**src/hw/rtl/tss_pkg.sv**
```systemverilog
// Shared widths, control types, reciprocal tables and lattice/blend helpers.
package tss_pkg;

    localparam int COORD_W     = 16;
    localparam int COLOR_W     = 24;
    localparam int CHAN_W      = 8;
    localparam int SUB_W       = 3;
    localparam int MAX_SUBDIV  = 7;
    localparam int NT_W        = 4;
    localparam int NT_MAX      = MAX_SUBDIV + 1;
    localparam int IDX_W       = 3;
    localparam int WT_W        = 5;
    localparam int DIV_W       = 24;
    localparam int DEN_W       = 6;
    localparam int LANES       = 9;
    localparam int COORD_LANES = 6;
    localparam int CNUM_W      = COORD_W + NT_W;
    localparam int CSUM_W      = 14;

    typedef struct packed {
        logic ld_a;
        logic ld_b;
    } div_ctl_t;

    // floor(2^24 / (2*nt))
    function automatic logic [DIV_W-1:0] coord_recip(input logic [NT_W-1:0] nt);
        logic [DIV_W-1:0] m;
        begin
            unique case (nt)
                4'd1:    m = 24'd8388608;
                4'd2:    m = 24'd4194304;
                4'd3:    m = 24'd2796202;
                4'd4:    m = 24'd2097152;
                4'd5:    m = 24'd1677721;
                4'd6:    m = 24'd1398101;
                4'd7:    m = 24'd1198372;
                4'd8:    m = 24'd1048576;
                default: m = '0;
            endcase
            return m;
        end
    endfunction

    // floor(2^24 / (6*nt))
    function automatic logic [DIV_W-1:0] color_recip(input logic [NT_W-1:0] nt);
        logic [DIV_W-1:0] m;
        begin
            unique case (nt)
                4'd1:    m = 24'd2796202;
                4'd2:    m = 24'd1398101;
                4'd3:    m = 24'd932067;
                4'd4:    m = 24'd699050;
                4'd5:    m = 24'd559240;
                4'd6:    m = 24'd466033;
                4'd7:    m = 24'd399457;
                4'd8:    m = 24'd349525;
                default: m = '0;
            endcase
            return m;
        end
    endfunction

    // Biased dividend 2*num + nt + 2nt*2^19; quotient low bits equal the rounded coordinate.
    function automatic logic [DIV_W-1:0] lat_x(
        input logic signed [COORD_W-1:0] a,
        input logic signed [COORD_W-1:0] b,
        input logic signed [COORD_W-1:0] c,
        input logic [NT_W-1:0]           i,
        input logic [NT_W-1:0]           j,
        input logic [NT_W-1:0]           nt
    );
        logic [NT_W-1:0]          wa;
        logic signed [CNUM_W-1:0] num;
        logic signed [DIV_W:0]    t;
        begin
            wa  = nt - i - j;
            num = CNUM_W'(a) * CNUM_W'($signed({1'b0, wa}))
                + CNUM_W'(b) * CNUM_W'($signed({1'b0, i}))
                + CNUM_W'(c) * CNUM_W'($signed({1'b0, j}));
            t   = ((DIV_W + 1)'(num) <<< 1)
                + $signed({21'd0, nt})
                + $signed({1'b0, nt, 20'd0});
            return t[DIV_W-1:0];
        end
    endfunction

    // Dividend 2*num + 3nt for a color channel.
    function automatic logic [DIV_W-1:0] col_x(
        input logic [CHAN_W-1:0] ca,
        input logic [CHAN_W-1:0] cb,
        input logic [CHAN_W-1:0] cc,
        input logic [WT_W-1:0]   wa,
        input logic [WT_W-1:0]   wb,
        input logic [WT_W-1:0]   wc,
        input logic [NT_W-1:0]   nt
    );
        logic [CSUM_W-1:0] s;
        logic [CSUM_W:0]   t;
        begin
            s = CSUM_W'(wa) * CSUM_W'(ca) + CSUM_W'(wb) * CSUM_W'(cb)
              + CSUM_W'(wc) * CSUM_W'(cc);
            t = {s, 1'b0} + (CSUM_W + 1)'(nt) * (CSUM_W + 1)'(3);
            return DIV_W'(t);
        end
    endfunction

endpackage

```
**src/hw/rtl/tss_div.sv**
```systemverilog
// Two-stage divider by a small constant: reciprocal multiply, then one-step correction.
module tss_div (
    input  logic                        clk,
    input  tss_pkg::div_ctl_t           ctl,
    input  logic [tss_pkg::DIV_W-1:0]   x,
    input  logic [tss_pkg::DIV_W-1:0]   m,
    input  logic [tss_pkg::DEN_W-1:0]   d,
    output logic [tss_pkg::DIV_W-1:0]   q
);
    import tss_pkg::*;

    logic [2*DIV_W-1:0] full;
    logic [DIV_W-1:0]   x_a_reg;
    logic [DEN_W-1:0]   d_a_reg;
    logic [DIV_W-1:0]   q0_a_reg;
    logic [DIV_W-1:0]   q0_next;
    logic [DIV_W-1:0]   back;
    logic [DIV_W-1:0]   rem;
    logic [DIV_W-1:0]   q_b_reg;
    logic [DIV_W-1:0]   q_b_next;

    always_comb
    begin
        full    = {{DIV_W{1'b0}}, x} * {{DIV_W{1'b0}}, m};
        q0_next = full[2*DIV_W-1:DIV_W];
    end

    always_ff @(posedge clk)
    begin
        if (ctl.ld_a)
        begin
            x_a_reg  <= x;
            d_a_reg  <= d;
            q0_a_reg <= q0_next;
        end
    end

    always_comb
    begin
        back = q0_a_reg * {{(DIV_W - DEN_W){1'b0}}, d_a_reg};
        rem  = x_a_reg - back;
        if (rem >= {{(DIV_W - DEN_W){1'b0}}, d_a_reg})
            q_b_next = q0_a_reg + 1'b1;
        else
            q_b_next = q0_a_reg;
    end

    always_ff @(posedge clk)
    begin
        if (ctl.ld_b)
            q_b_reg <= q_b_next;
    end

    assign q = q_b_reg;

endmodule

```
**config.mk**
```make
export PLATFORM = sky130hd
export DESIGN_NAME = tss_div
export DESIGN_NICKNAME = d
export VERILOG_FILES = /design/src/hw/rtl/tss_pkg.sv /design/src/hw/rtl/tss_div.sv
export SDC_FILE = /design/constraint.sdc
export NUM_CORES = 2
export LEC_CHECK = 0
export ABC_AREA = 1
export BUFFER_PORTS_ARGS = -buffer_cell sky130_fd_sc_hd__buf_4
export CAP_MARGIN = 30
export CORE_UTILIZATION = 25
export CTS_BUF_LIST = sky130_fd_sc_hd__clkbuf_4
export DETAILED_ROUTE_END_ITERATION = 16
export PLACE_DENSITY = 0.51
export SYNTH_ARGS = -nofsm -noshare
export SYNTH_HDL_FRONTEND = slang
export SYNTH_SLANG_ARGS = --single-unit
```
**constraint.sdc**
```tcl
create_clock -name clk -period 18.7 [get_ports clk]
set_input_delay 0.935 -clock clk [delete_from_list [all_inputs] [get_ports clk]]
set_output_delay 0.935 -clock clk [all_outputs]
set_load 0.01 [all_outputs]
```
* Yosys cells after proc, flatten, opt, wreduce, memory -nomap -nowiden
Index checks and enable logic that the tools add are counted.
Storage, ports and cells: memory bits (writable) 0, bits of input ports 57, register bits after elaboration 78, memories kept 0, output and inout bits 24, word-level logic and storage cells 10, latch bits 0, bits in read-only memories 0
Cells by class: multiply operators 2, $add $sub $neg 2, equal/unequal tests 0, divide/modulo/power cells 0, shifts and indexed selects 0, muxes and demuxes 1, $lt $le $gt $ge 1, reduce and logical (&&, ||, !) cells 0, bitwise operators 0
Operators by type and width (number):
- $mul A24 B24 Y48 | 1
- $add A24 B1 Y24 const B | 1
- $ge A24 B6 Y1 | 1
- $mul A24 B6 Y24 | 1
- $mux W24 | 1
- $sub A24 B24 Y24 | 1

* Logic depth before layout (Yosys ltp)
depth in word-level cells 4, mapped depth 31

* Worst setup path before layout
Ideal clock, no wire load.
path kind input-to-reg, start point input port x[13] (netlist name), end point register q0_a_reg[16] (data pin), slack 12.010 ns, cell stages on the path 29, data arrival time 6.437 ns, path buffers 1, cells stage by stage clkbuf_1 > nand2_1 > fa_1 > inv_1 > fa_1 > inv_1 > fa_1 > inv_1 > fa_1 > inv_1 > fa_1 > inv_1 > fa_1 > inv_1 > fa_1 > inv_1 > ha_1 > nand2_1 > nor2_1 > inv_1 > nor2_1 > a21boi_0 > a211oi_1 > nand2_1 > nand2_1 > o21ai_0 > nand2_1 > inv_1 > nor2_1
On the way: word-level cells in the longest chain between the ends 1
RTL lines:
- start: declaration | line tss_div.sv:5 | input logic [tss_pkg::DIV_W-1:0] x,
- $mul A24 B24 Y48 | line tss_div.sv:24 | full = {{DIV_W{1'b0}}, x} * {{DIV_W{1'b0}}, m};
- via full[40] | line tss_div.sv:12 | logic [2*DIV_W-1:0] full;
- end signal: assignment | line tss_div.sv:34 | q0_a_reg <= q0_next;
- end: declaration | line tss_div.sv:15 | logic [DIV_W-1:0] q0_a_reg;
The timed path passes the listed nets, and every way through them passes these cells. A chain may end at the register's enable or synchronous reset.

* Final worst setup path
start point input port x[20] (netlist name), end point register q0_a_reg[21] (data pin)
Same word-level chain as after synthesis.

==> summary.md <==
| Metric | Value |
|---|---|
| Outcome | finished, final reports clean |
| Sequential area share after synthesis | 0.0830 |
| Hold_buf cts | 0 |
| TNS Setup | 0 ns |
| HPWL Detailed | 66300 um |
| Post-synth cell types | 44 |
| Core Area | 0.111 mm^2 |
| Number of synthesized register bits | 78 |
| Worst EP arrival | 7.01 ns |
| HP Class | in2reg |
| Design area | 0.0303 mm^2 |
| Initial antenna violation count | 1 |
| Via/cell ratio | 4.27 |
| Root Driver | clkbuf_4 |
| Reg clk slew, reported paths | 0.15 ns |
| First-pass GRT wire length | 130000 um |
| Synth Warn # | 0 |
| Final Hold Fails | 0 |
| Post-synth top area share | 0.409 |
| CTS H-Tree Depth | 3 |
| Ports | 81 |
| Layout area overhead | 7.28% |
| Post-synth top flop | edfxtp_1 |
| Cts bufs inserted | 9 |
| Max Slew Vio Count | 0 |
| Largest net degree at the start of global routing | 51 |
| Wirelength per Cell | 15.7 um |
| Post-synth EDFFs | 78 |
| Worst rel slew slack | 0.385 |
| Layout cell share with drive strength beyond 1 | 0.0386 |
| Number of gates resized after cts | 0 |
| Chip width | 338 um |
| Longest Clk Path Bufs | 2 |
| Placed Area | 0.0301 mm^2 |
| I/O Buffers | 80 |
| ANT nets after route | 0 |
| Row count | 122 |
| Number of global-route vias before repair | 23.5k |
| Min Hold Slack | 0.550 ns |
| Skew-Pair Late Insertion Delay | 0.55 ns |
| Worst Path Max Fanout | 25 |
| GPL Wtd Cong | 0.909 |
| Synth area leaders | fa_1 41%, inv_1 16%, nand2_1 14%, ha_1 9.3%, edfxtp_1 8.3% |
| Synth Instances | 3715 |
| Synth Cell Area | 0.0282 mm^2 |
| Syn_area_per_cell | 7.59 um^2 |
| Synth async-reset ratio | 0 |
| DRT iter0 DRCs | 1238 |
| Final worst path period need | 6.72 ns |
| Die height | 338 um |
| Post-Route WL | 80900 um |
| Total global routing overflow | 0 |
| Crit path kind | in2reg |
| Clock sinks | 78 |
| Highest Clock Rate | 0.149 GHz |
| Gr usage total | 0.147 |
| Syn nets | 4559 |
| CP required | 19.00 ns |
| Worst Max-Slew Pin Slew | 0.922 ns |
| Initial Utilization | 0.254 |
| MaxCap Viol Count | 0 |
| CP startpoint kind | primary input |
| Die area | 0.114 mm^2 |
| Cell accounting for the most synthesized area | fa_1 |
| Postcts setup bufs | 0 |
| RSZ-0062 raised after global routing | no |
| CTS tree | done |
| Total Nets Final | 4517 |
| Tcrit/Tclk final | 0.359 |
| Clock skew | 0.0182 ns |
| CP endpoint kind | flip-flop |
| # setup viols final | 0 |
| Via count | 22.1k |
| DR pass1 iterations | 7 |
| Residual DRC | 0 |
==> cell type report <==
class | count | area (um^2)
Clock inverter | 7 | 81.3
Clock buffer | 9 | 67.6
Timing Repair Buffer | 84 | 631
Inverter | 1176 | 4410
Multi-Input combinational cell | 2324 | 20900
Antenna cell | 1 | 2.50
Tap cell | 1488 | 1860
Fill cell | 12287 | 81000
Sequential cell | 78 | 2340
==> Yosys cell counts, types with 2 or more instances <==
library cell  number
a31oi_1           10
nand4_1           21
nand3_1           78
buf_4              7
xnor2_1           20
nand3b_1           6
a211oi_1           2
nand3_2            7
nor3_1            21
ha_1             210
nor2_2             9
clkbuf_1         110
inv_2              8
o21a_1             7
nor4_1             5
nor2_1           115
a21oi_1           85
buf_6              4
fa_1             577
buf_2             15
o21ai_0           43
inv_1           1167
edfxtp_1          78
xor2_1            39
nand2_1         1038
o21bai_1           4
nand2_2           10
nor2_4             3
==> metal layers <==
| layer | wire (um) | track usage | vias to the layer above |
|---|---|---|---|
| li1 | - | - | 10429 |
| met1 | 37400 | 0.203 | 10994 |
| met2 | 37500 | 0.245 | 554 |
| met3 | 4260 | 0.0179 | 85 |
| met4 | 1730 | 0.0321 | 0 |
| met5 | 0 | 0 | - |
==> critical path: stages <==
cell     delay (ns)
buf_4          0.35
nand2_1        0.14
fa_1           0.55
inv_1          0.05
fa_1           0.55
inv_1          0.06
fa_1           0.50
inv_1          0.06
fa_1           0.56
fa_1           0.44
fa_1           0.52
inv_1          0.06
fa_1           0.47
inv_1          0.04
ha_1           0.37
nand2_1        0.13
nor2_1         0.12
inv_1          0.08
nor2_1         0.09
inv_1          0.06
nor3_1         0.24
nand4_1        0.13
nand3_1        0.20
a31oi_1        0.12
xor2_1         0.16
==> logic make-up (layout without fill, tap and decap cells) <==
family | after synthesis | count (layout) | synth area share
simple gates | 1319 | 1319 | 0.188
xor+xnor | 59 | 59 | 0.0183
flops | 78 | 78 | 0.0830
fa+ha+maj | 787 | 787 | 0.503
compound gates | 159 | 159 | 0.0307
buf+inv | 1313 | 1276 | 0.177
other cells | 0 | 1 | 0
==> final timing paths <==
| kind | startpoint | endpoint | slack [ns] | cells past startpoint |
|---|---|---|---|---|
| worst max register to register | d_a_reg[3]$_DFFE_PP_ | q[6]$_DFFE_PP_ | 12.48 | 23 |
| worst max-delay path | x[20] | q0_a_reg[21]$_DFFE_PP_ | 11.98 | 25 |
| worst min-delay path | d[0] | d_a_reg[0]$_DFFE_PP_ | 0.55 | 1 |
| worst min register to register | q0_a_reg[22]$_DFFE_PP_ | q[22]$_DFFE_PP_ | 0.84 | 2 |
==> placed cells by master, fill, tap and decap left out, types with 5 or more instances in the layout <==
cell type	netlist	layout
nor4_1	5	5
nand4_1	21	21
nand2_1	1038	1038
nor2_2	9	9
clkbuf_4	0	9
buf_4	7	84
nand3b_1	6	6
inv_2	8	8
edfxtp_1	78	78
a21oi_1	85	85
o21a_1	7	7
nor2_1	115	115
fa_1	577	577
xor2_1	39	39
a31oi_1	10	10
nand2_2	10	10
nand3_2	7	7
o21ai_0	43	43
ha_1	210	210
inv_1	1167	1167
nand3_1	78	78
xnor2_1	20	20
nor3_1	21	21
==> metrics by stage <==
| step | util | instances | worst slack, ns |
|---|---|---|---|
| 6_report | 0.272 | 5167 | 11.98 |
| 2_1_floorplan | - | 3715 | 12.01 |
| 4_1_cts | 0.272 | 5166 | 12.03 |
| 3_3_place_gp | 0.271 | 5150 | 11.46 |
| 3_5_place_dp | 0.271 | 5150 | 11.43 |
| 5_1_grt | 0.272 | 5167 | 11.67 |
Power is left out: the tool's default activity adds up to more than one toggle a clock period on the data nets, which glitch-free logic cannot reach.
